--- src/rtl/core/wssr_pkg.sv ---
// ----------------------------------------------------------------------------
// wssr_pkg
// shared widths, ramp constants and constant-divider reciprocals for the
// wheel soft start / stop ramp core
// ----------------------------------------------------------------------------
package wssr_pkg;

  // field widths
  localparam int SPEED_W = 14;
  localparam int COUNT_W = 11;
  localparam int TGT_W   = 15;

  // ramp lengths in control ticks (1..2047)
  localparam int RAMP_UP_TICKS   = 1000;
  localparam int RAMP_DOWN_TICKS = 1500;

  // speed register reset value in rpm
  localparam logic [SPEED_W-1:0] SPEED_RESET = 14'd4890;

  // configuration register indexes
  localparam int CFG_IDX_W = 2;
  localparam logic [CFG_IDX_W-1:0] CFG_TOP_SPEED   = 2'd0;
  localparam logic [CFG_IDX_W-1:0] CFG_LEFT_SPEED  = 2'd1;
  localparam logic [CFG_IDX_W-1:0] CFG_RIGHT_SPEED = 2'd2;

  // speed * count product and its split for the reciprocal multiply
  localparam int PROD_W  = SPEED_W + COUNT_W;
  localparam int LO_W    = (PROD_W + 1) / 2;
  localparam int HI_W    = PROD_W - LO_W;
  localparam int RECIP_W = PROD_W + 2;
  localparam int SUM_W   = PROD_W + RECIP_W;

  // q = (p * ceil(2^s / d)) >> s is exact for p * d < 2^s
  localparam int UP_SHIFT   = PROD_W + $clog2(RAMP_UP_TICKS);
  localparam int DOWN_SHIFT = PROD_W + $clog2(RAMP_DOWN_TICKS);
  localparam longint unsigned UP_RECIP_L =
    ((64'd1 << UP_SHIFT) + 64'(RAMP_UP_TICKS) - 64'd1) / 64'(RAMP_UP_TICKS);
  localparam longint unsigned DOWN_RECIP_L =
    ((64'd1 << DOWN_SHIFT) + 64'(RAMP_DOWN_TICKS) - 64'd1) / 64'(RAMP_DOWN_TICKS);
  localparam logic [RECIP_W-1:0] UP_RECIP   = RECIP_W'(UP_RECIP_L);
  localparam logic [RECIP_W-1:0] DOWN_RECIP = RECIP_W'(DOWN_RECIP_L);

  // per-item control info that travels down the pipeline
  typedef struct packed {
    logic sel_down;  // scale by the down ramp divisor
    logic hold;      // keep the previous targets
    logic off;       // drive off flag after this tick
    logic ready;     // wheels ready flag after this tick
  } wssr_side_t;

  typedef struct packed {
    logic [COUNT_W-1:0] num;
    wssr_side_t         side;
  } wssr_item_t;

  // stage load enables for the scaling pipeline
  typedef struct packed {
    logic en_b;
    logic en_c;
  } wssr_pipe_en_t;

endpackage

--- src/rtl/core/wssr_ctrl.sv ---
// ----------------------------------------------------------------------------
// wssr_ctrl
// ramp counters, ready / off flags and the first pipeline register
// ----------------------------------------------------------------------------
module wssr_ctrl (
  input  logic                clk,
  input  logic                rst,
  input  logic                accept,
  input  logic                links_online,
  input  logic                base_ready,
  output wssr_pkg::wssr_item_t item
);

  localparam logic [wssr_pkg::COUNT_W-1:0] UP_END =
    wssr_pkg::COUNT_W'(wssr_pkg::RAMP_UP_TICKS);
  localparam logic [wssr_pkg::COUNT_W-1:0] DOWN_END =
    wssr_pkg::COUNT_W'(wssr_pkg::RAMP_DOWN_TICKS);

  logic [wssr_pkg::COUNT_W-1:0] up_count, up_count_next;
  logic [wssr_pkg::COUNT_W-1:0] down_count, down_count_next;
  logic                         ready_flag, ready_flag_next;
  logic                         off_flag, off_flag_next;
  wssr_pkg::wssr_item_t         item_next;

  always_comb begin
    up_count_next   = up_count;
    down_count_next = down_count;
    off_flag_next   = off_flag;
    ready_flag_next = ready_flag | (base_ready & (up_count == UP_END));
    item_next       = '0;
    if (links_online && base_ready) begin
      off_flag_next   = 1'b0;
      down_count_next = '0;
      if (up_count < UP_END) begin
        up_count_next = up_count + 1'b1;
      end else begin
        up_count_next = UP_END;
      end
      item_next.num = up_count_next;
    end else if (ready_flag_next) begin
      up_count_next          = '0;
      item_next.side.sel_down = 1'b1;
      if (down_count < DOWN_END) begin
        down_count_next = down_count + 1'b1;
        item_next.num   = DOWN_END - down_count_next;
      end else begin
        down_count_next      = DOWN_END;
        ready_flag_next      = 1'b0;
        item_next.side.hold  = 1'b1;
      end
    end else begin
      off_flag_next       = 1'b1;
      item_next.side.hold = 1'b1;
    end
    item_next.side.off   = off_flag_next;
    item_next.side.ready = ready_flag_next;
  end

  always_ff @(posedge clk) begin
    if (rst) begin
      up_count   <= '0;
      down_count <= '0;
      ready_flag <= 1'b0;
      off_flag   <= 1'b0;
    end else if (accept) begin
      up_count   <= up_count_next;
      down_count <= down_count_next;
      ready_flag <= ready_flag_next;
      off_flag   <= off_flag_next;
    end
  end

  always_ff @(posedge clk) begin
    if (accept) begin
      item <= item_next;
    end
  end

  // counters never pass their ramp ends
  a_count_bounds: assert property (@(posedge clk) disable iff (rst)
    (up_count <= UP_END) && (down_count <= DOWN_END))
    else $error("ramp counter beyond its end");

  // one ramp at a time: a run clears the down count, a stop clears the up count
  a_count_excl: assert property (@(posedge clk) disable iff (rst)
    (up_count == '0) || (down_count == '0))
    else $error("up and down counters both active");

  // a down ramp part way through only runs while the wheels are ready
  a_down_ready: assert property (@(posedge clk) disable iff (rst)
    ((down_count != '0) && (down_count != DOWN_END)) |-> ready_flag)
    else $error("down ramp in progress without ready flag");

endmodule

--- src/rtl/core/wssr_scale.sv ---
// ----------------------------------------------------------------------------
// wssr_scale
// one wheel: speed * count product, split reciprocal multiply, quotient
// ----------------------------------------------------------------------------
module wssr_scale (
  input  logic                          clk,
  input  wssr_pkg::wssr_pipe_en_t        en,
  input  logic                          sel_b,
  input  logic                          sel_c,
  input  logic [wssr_pkg::SPEED_W-1:0]  speed,
  input  logic [wssr_pkg::COUNT_W-1:0]  num,
  output logic [wssr_pkg::SPEED_W-1:0]  quot
);

  logic [wssr_pkg::PROD_W-1:0]                    prod;
  logic [wssr_pkg::RECIP_W-1:0]                   recip;
  logic [wssr_pkg::HI_W+wssr_pkg::RECIP_W-1:0]    pp_hi;
  logic [wssr_pkg::LO_W+wssr_pkg::RECIP_W-1:0]    pp_lo;
  logic [wssr_pkg::SUM_W-1:0]                     sum;

  // stage b: magnitude times ramp numerator
  always_ff @(posedge clk) begin
    if (en.en_b) begin
      prod <= wssr_pkg::PROD_W'(speed) * wssr_pkg::PROD_W'(num);
    end
  end

  assign recip = sel_b ? wssr_pkg::DOWN_RECIP : wssr_pkg::UP_RECIP;

  // stage c: partial products with the divisor reciprocal
  always_ff @(posedge clk) begin
    if (en.en_c) begin
      pp_hi <= (wssr_pkg::HI_W + wssr_pkg::RECIP_W)'(
                 prod[wssr_pkg::PROD_W-1:wssr_pkg::LO_W]) *
               (wssr_pkg::HI_W + wssr_pkg::RECIP_W)'(recip);
      pp_lo <= (wssr_pkg::LO_W + wssr_pkg::RECIP_W)'(prod[wssr_pkg::LO_W-1:0]) *
               (wssr_pkg::LO_W + wssr_pkg::RECIP_W)'(recip);
    end
  end

  assign sum = (wssr_pkg::SUM_W'(pp_hi) << wssr_pkg::LO_W) + wssr_pkg::SUM_W'(pp_lo);

  assign quot = sel_c ? wssr_pkg::SPEED_W'(sum >> wssr_pkg::DOWN_SHIFT)
                      : wssr_pkg::SPEED_W'(sum >> wssr_pkg::UP_SHIFT);

endmodule

--- src/rtl/core/wheel_soft_start_stop_ramp_core.sv ---
// ----------------------------------------------------------------------------
// wheel_soft_start_stop_ramp_core
// soft start / soft stop speed ramp for three friction wheels
// ----------------------------------------------------------------------------
// one transaction on the input stream is one control tick and yields exactly
// one result transaction carrying the three ramped wheel targets (top and left
// negated, right positive), the drive off flag and the wheels ready flag. the
// block takes one tick per clock cycle unless stalled. ticks pass four
// register stages: ramp counters, speed times ramp count, reciprocal multiply
// for the constant ramp divisor, output register. a stage only stalls when
// the next stage is full, so ticks keep flowing into empty stages while a
// result waits on the output. the user must write speed registers through
// the cfg port only while no tick is in flight; the block does not enforce it.
module wheel_soft_start_stop_ramp_core (
  input  logic                             clk,
  input  logic                             rst,
  // configuration write port
  input  logic                             cfg_we,
  input  logic [wssr_pkg::CFG_IDX_W-1:0]   cfg_index,
  input  logic [wssr_pkg::SPEED_W-1:0]     cfg_wdata,
  // tick stream
  input  logic                             s_tvalid,
  output logic                             s_tready,
  input  logic [7:0]                       s_tdata,  // links_online, base_ready
  // target stream
  output logic                             m_tvalid,
  input  logic                             m_tready,
  output logic [47:0]                      m_tdata   // target_top, target_left,
                                                     // target_right, drive_off,
                                                     // wheels_ready
);

  localparam int NW = 3;

  // speed registers
  logic [wssr_pkg::SPEED_W-1:0] speed [NW];

  // pipeline valid and ready chain
  logic v_a, v_b, v_c;
  logic rdy_a, rdy_b, rdy_c, rdy_d;
  logic accept;
  wssr_pkg::wssr_pipe_en_t pipe_en;

  wssr_pkg::wssr_item_t item_a;
  wssr_pkg::wssr_side_t side_b, side_c;

  logic [wssr_pkg::SPEED_W-1:0] quot [NW];

  // held targets double as the output payload
  logic [wssr_pkg::TGT_W-1:0] tgt [NW];
  logic [wssr_pkg::TGT_W-1:0] tgt_new [NW];
  logic                       drive_off;
  logic                       wheels_ready;
  logic                       out_v;

  // config writes, unlisted indexes are dropped
  always_ff @(posedge clk) begin
    if (rst) begin
      for (int i = 0; i < NW; i++) begin
        speed[i] <= wssr_pkg::SPEED_RESET;
      end
    end else if (cfg_we) begin
      unique case (cfg_index)
        wssr_pkg::CFG_TOP_SPEED:   speed[0] <= cfg_wdata;
        wssr_pkg::CFG_LEFT_SPEED:  speed[1] <= cfg_wdata;
        wssr_pkg::CFG_RIGHT_SPEED: speed[2] <= cfg_wdata;
        default: ;
      endcase
    end
  end

  // a stage loads when it is empty or the next one moves on
  assign rdy_d    = !out_v || m_tready;
  assign rdy_c    = !v_c || rdy_d;
  assign rdy_b    = !v_b || rdy_c;
  assign rdy_a    = !v_a || rdy_b;
  assign s_tready = rdy_a;
  assign accept   = s_tvalid && rdy_a;

  assign pipe_en.en_b = rdy_b;
  assign pipe_en.en_c = rdy_c;

  always_ff @(posedge clk) begin
    if (rst) begin
      v_a   <= 1'b0;
      v_b   <= 1'b0;
      v_c   <= 1'b0;
      out_v <= 1'b0;
    end else begin
      if (rdy_a) v_a   <= s_tvalid;
      if (rdy_b) v_b   <= v_a;
      if (rdy_c) v_c   <= v_b;
      if (rdy_d) out_v <= v_c;
    end
  end

  // stage a: counters and flags, registered per tick
  wssr_ctrl u_ctrl (
    .clk          (clk),
    .rst          (rst),
    .accept       (accept),
    .links_online (s_tdata[0]),
    .base_ready   (s_tdata[1]),
    .item         (item_a)
  );

  // control info follows the scaling stages
  always_ff @(posedge clk) begin
    if (rdy_b) side_b <= item_a.side;
    if (rdy_c) side_c <= side_b;
  end

  // stages b and c per wheel
  for (genvar w = 0; w < NW; w++) begin : g_wheel
    wssr_scale u_scale (
      .clk   (clk),
      .en    (pipe_en),
      .sel_b (side_b.sel_down),
      .sel_c (side_c.sel_down),
      .speed (speed[w]),
      .num   (item_a.num),
      .quot  (quot[w])
    );
  end

  // top and left wheels run reversed
  always_comb begin
    for (int i = 0; i < NW; i++) begin
      if (side_c.hold) begin
        tgt_new[i] = tgt[i];
      end else if (i == NW - 1) begin
        tgt_new[i] = {1'b0, quot[i]};
      end else begin
        tgt_new[i] = wssr_pkg::TGT_W'(0) - {1'b0, quot[i]};
      end
    end
  end

  // stage d: output register, targets reset to zero
  always_ff @(posedge clk) begin
    if (rst) begin
      for (int i = 0; i < NW; i++) begin
        tgt[i] <= '0;
      end
      drive_off    <= 1'b0;
      wheels_ready <= 1'b0;
    end else if (rdy_d && v_c) begin
      for (int i = 0; i < NW; i++) begin
        tgt[i] <= tgt_new[i];
      end
      drive_off    <= side_c.off;
      wheels_ready <= side_c.ready;
    end
  end

  assign m_tvalid = out_v;
  assign m_tdata  = {1'b0, wheels_ready, drive_off, tgt[2], tgt[1], tgt[0]};

endmodule
--- config.mk ---
export PLATFORM = sky130hd
export DESIGN_NAME = wheel_soft_start_stop_ramp_core
export DESIGN_NICKNAME = d
export VERILOG_FILES = /design/src/rtl/core/wssr_pkg.sv /design/src/rtl/core/wssr_ctrl.sv /design/src/rtl/core/wssr_scale.sv /design/src/rtl/core/wheel_soft_start_stop_ramp_core.sv
export SDC_FILE = /design/constraint.sdc
export NUM_CORES = 2
export LEC_CHECK = 0
export CAP_MARGIN = 20
export CORE_ASPECT_RATIO = 1.5
export CORE_MARGIN = 4
export CORE_UTILIZATION = 43
export CTS_CLUSTER_DIAMETER = 50
export DETAILED_ROUTE_END_ITERATION = 7
export DONT_BUFFER_PORTS = 1
export GPL_TIMING_DRIVEN = 0
export SLEW_MARGIN = 25
export SYNTH_ARGS = -nofsm -noshare
export SYNTH_HDL_FRONTEND = slang
export SYNTH_SLANG_ARGS = --single-unit
--- constraint.sdc ---
create_clock -name clk -period 14.5 [get_ports clk]
set_clock_uncertainty 0.2 [all_clocks]
set_input_delay 1.45 -clock clk [delete_from_list [all_inputs] [get_ports clk]]
set_output_delay 1.45 -clock clk [all_outputs]
set_load 0.005 [all_outputs]
==> impl_metrics.py <==
metrics = {
    "yosys": {
        "synth_ff_type": "edfxtp_1",
        "synthTopCellsByArea": "fa_1 35%, ha_1 18%, edfxtp_1 15%, inv_1 10%, nand2_1 2.5%",
        "synth_top_area_share_pct": 34.7,
        "synth_commonest_cells": "2046 x inv_1, 1278 x fa_1, 1037 x ha_1, 489 x nand2_1, 375 x edfxtp_1",
        "synth_top_family_by_area": "adder cells",
        "synth_compound_area_share_pct": 7.17,
        "yosys.cell_count.top_type": "inv_1",
        "ys_ff_latch": 405,
        "synth_mux_area_share_pct": 0.165,
        "synth_edf_count": 375,
        "ys_async_sr_fraction_pct": 0,
        "seq_area_frac_synth_pct": 16.1,
        "synth-xor-area-share_pct": 3.37,
        "synth_simple_gate_area_share_pct": 9.56,
        "yosysWarnings": 0,
        "syn_inst": 7463,
        "avgSynthCellArea_um2": 9.87,
        "synthAdderAreaFrac_pct": 52.3,
        "yosysTopAreaCell": "fa_1",
        "syn-cell-area_um2": 73700,
        "synth_cell_types": 96,
    },
    "critical_path": {
        "critPathMostFrequentCell": "fa_1",
        "path_buf_inv": 7,
        "cp.required_ns": 14.71,
        "critPathLaunch": "side_b[3]",
        "critPathLaunchType": "flip-flop",
        "rr_startpoint": "side_b[3]",
        "slowest_delay_ns": 0.89,
        "cp-end-kind": "flip-flop",
        "critPathTopFamily": "buffers and inverters",
        "path_class": "reg2reg",
        "path_max_fanout": 10,
        "crit_arrival_ns": 10.91,
        "crit_path_top_delay_cell": "clkbuf_1",
    },
    "detailed_routing": {
        "initialDrtViolationCount": 2264,
        "wl_mm": 201,
        "wl_per_cell_um": 20.3,
        "via_per_inst": 5.10,
        "vias": 50400,
        "drt_pass1_iterations": 6,
        "drc_errors": 0,
        "antenna_left": 0,
    },
    "clock_tree": {
        "clk_path_buf_depth": 3,
        "cts_tree": "done",
        "ctsResizeCount": 0,
        "hold_buffers": 0,
        "cts_setup_buffers": 0,
        "cts.sink_count": 405,
        "htree_levels": 2,
        "numCtsBuffers": 55,
        "clk_latency_ns": 0.70,
        "root_buffer": "clkbuf_16",
        "clk_pin_slew_ns": 0.06,
    },
    "timing": {
        "setup_viol": 0,
        "fin_setup_tns_ns": 0,
        "rsz0062_at_grt": "no",
        "hold_violations": 0,
        "fmax_mhz": 93.5,
        "min_period_ns": 10.70,
        "worstMarginPinSlew_ns": 1.13,
        "period_share_pct": 73.8,
        "relSlewSlack_pct": 24.6,
        "drv_slew": 0,
    },
    "global_route": {
        "grt_pass1_vias": 55700,
        "antenna_found_initial": 9,
        "grt_max_degree": 53,
        "overflow": 0,
        "grt_pass1_wl_mm": 314,
        "grt_use_total_pct": 22.9,
    },
    "placed_design": {
        "gp_congestion": 0.944,
        "dp_hpwl_mm": 174,
        "numPortBuffers": 0,
    },
    "floorplanning": {
        "fp.dieArea_um2": 178000,
        "io_pins": 79,
        "die_w_um": 346,
        "start_util_pct": 43.4,
        "rows": 185,
        "core-area_um2": 170000,
        "die_h_um": 515,
    },
    "finish": {
        "fillers": 16100,
        "syn2layout_area_growth_pct": 7.22,
        "fin_nets": 9930,
        "drive_above_1_share_pct": 2.62,
    },
    "outcome": {
        "outcome": "finished clean",
    },
    "hold_path": {
        "holdCritPathClass": "reg2reg",
        "worstHoldStart": "side_b[0]",
    },
    "flow_run": {
        "drv_cap": 0,
    },
}
[registers in the layout, summed over array words and instances, names as in the netlist]
signal / flops
speed: 42
g_wheel.u_scale.prod: 75
tgt: 44
drive_off: 1
g_wheel.u_scale.pp_lo: 80
v_a: 1
g_wheel.u_scale.pp_hi: 111
side_c: 4
u_ctrl.ready_flag: 1
side_b: 4
m_tvalid: 1
u_ctrl.off_flag: 1
v_b: 1
u_ctrl.down_count: 11
u_ctrl.item: 15
wheels_ready: 1
v_c: 1
u_ctrl.up_count: 11
[routing by layer]
metal / vias to the layer above / GRT usage [%] / wire [um]
met4: 4 / 13.8 / 14800
met3: 509 / 2.60 / 7240
met1: 25300 / 24.7 / 73200
li1: 23400 / - / -
met5: - / 0 / 27
met2: 1159 / 43.0 / 105000
[worst reg2reg max path: stages, from the launching register on]
cell	delay [ns]
edfxtp_1	0.72
clkbuf_2	0.53
clkbuf_1	0.90
clkbuf_2	0.60
buf_1	0.81
nand2_1	0.23
inv_1	0.35
fa_1	0.52
fa_1	0.53
inv_1	0.06
fa_1	0.53
inv_1	0.05
fa_1	0.38
fa_1	0.50
ha_1	0.36
a21o_1	0.20
a21o_1	0.18
a21oi_1	0.38
nor3b_1	0.14
o31ai_1	0.62
nand3_1	0.20
and3_1	0.25
o21a_1	0.19
o21ai_0	0.27
a211oi_1	0.15
a221oi_1	0.33
xnor2_1	0.18
[layout make-up]
cell class / count / area, um^2 / share of cell area (%)
multi-input combinational: 4904 / 53700 / 68.0
sequential: 405 / 11900 / 15.0
inverter: 2047 / 7680 / 9.73
tap: 2244 / 2810 / 3.55
clock buffer: 61 / 1410 / 1.78
buffer: 158 / 643 / 0.814
clock inverter: 40 / 487 / 0.616
timing repair buffer: 15 / 333 / 0.421
antenna: 5 / 12.5 / 0.0158
[cell families after synthesis]
logic type,after synthesis
flip-flops,405
AO/OA/AOI/OAI,790
multiplexers,12
AND/OR/NAND/NOR,1451
buffers and inverters,2205
XOR/XNOR,283
other,2
adder cells (fa/ha/maj),2315
[stage by stage]
step / setup slack (ns) / util [%] / cells / hold slack, ns / area, um^2
floorplan: 7.15 / - / 7514 / 0.200 / 73800
global placement: 1.86 / 45.1 / 9758 / 0.202 / 76700
detailed placement: 3.41 / 45.4 / 9773 / 0.205 / 77100
CTS: 3.34 / 46.5 / 9874 / 0.219 / 79000
global route: 3.43 / 46.5 / 9878 / 0.224 / 79000
finish: 3.80 / 46.5 / 9879 / 0.217 / 79000
[cell usage in the layout, fill, tap and decap left out, types with 22 or more instances in the layout]
| master | n |
|---|---|
| nand4_1 | 22 |
| clkbuf_1 | 139 |
| nor2b_1 | 54 |
| inv_1 | 2046 |
| and2_1 | 235 |
| dfxtp_1 | 30 |
| nand2b_1 | 82 |
| a21oi_1 | 217 |
| nor3_1 | 60 |
| nand3_1 | 61 |
| nand2_1 | 488 |
| and3_1 | 35 |
| nor2_1 | 307 |
| o21a_1 | 51 |
| or2_2 | 32 |
| ha_1 | 1037 |
| a21o_1 | 101 |
| xnor2_1 | 203 |
| o21ai_0 | 121 |
| fa_1 | 1278 |
| edfxtp_1 | 375 |
| a31oi_1 | 30 |
| xor2_1 | 80 |
| conb_1 | 53 |
| clkbuf_16 | 55 |
| a211oi_1 | 40 |
[worst paths after layout]
path | endpoint | slack (ns) | cells past startpoint
worst max register to register | g_wheel[2].u_scale.pp_hi[36] | 3.80 | 26
worst min-delay path | side_c[0] | 0.22 | 0
worst min register to register | side_c[0] | 0.22 | 0
worst max-delay path | g_wheel[2].u_scale.pp_hi[36] | 3.80 | 26
Power is not shown: default switching activity piles up to over one toggle a cycle in this logic, so the estimate is an artifact.
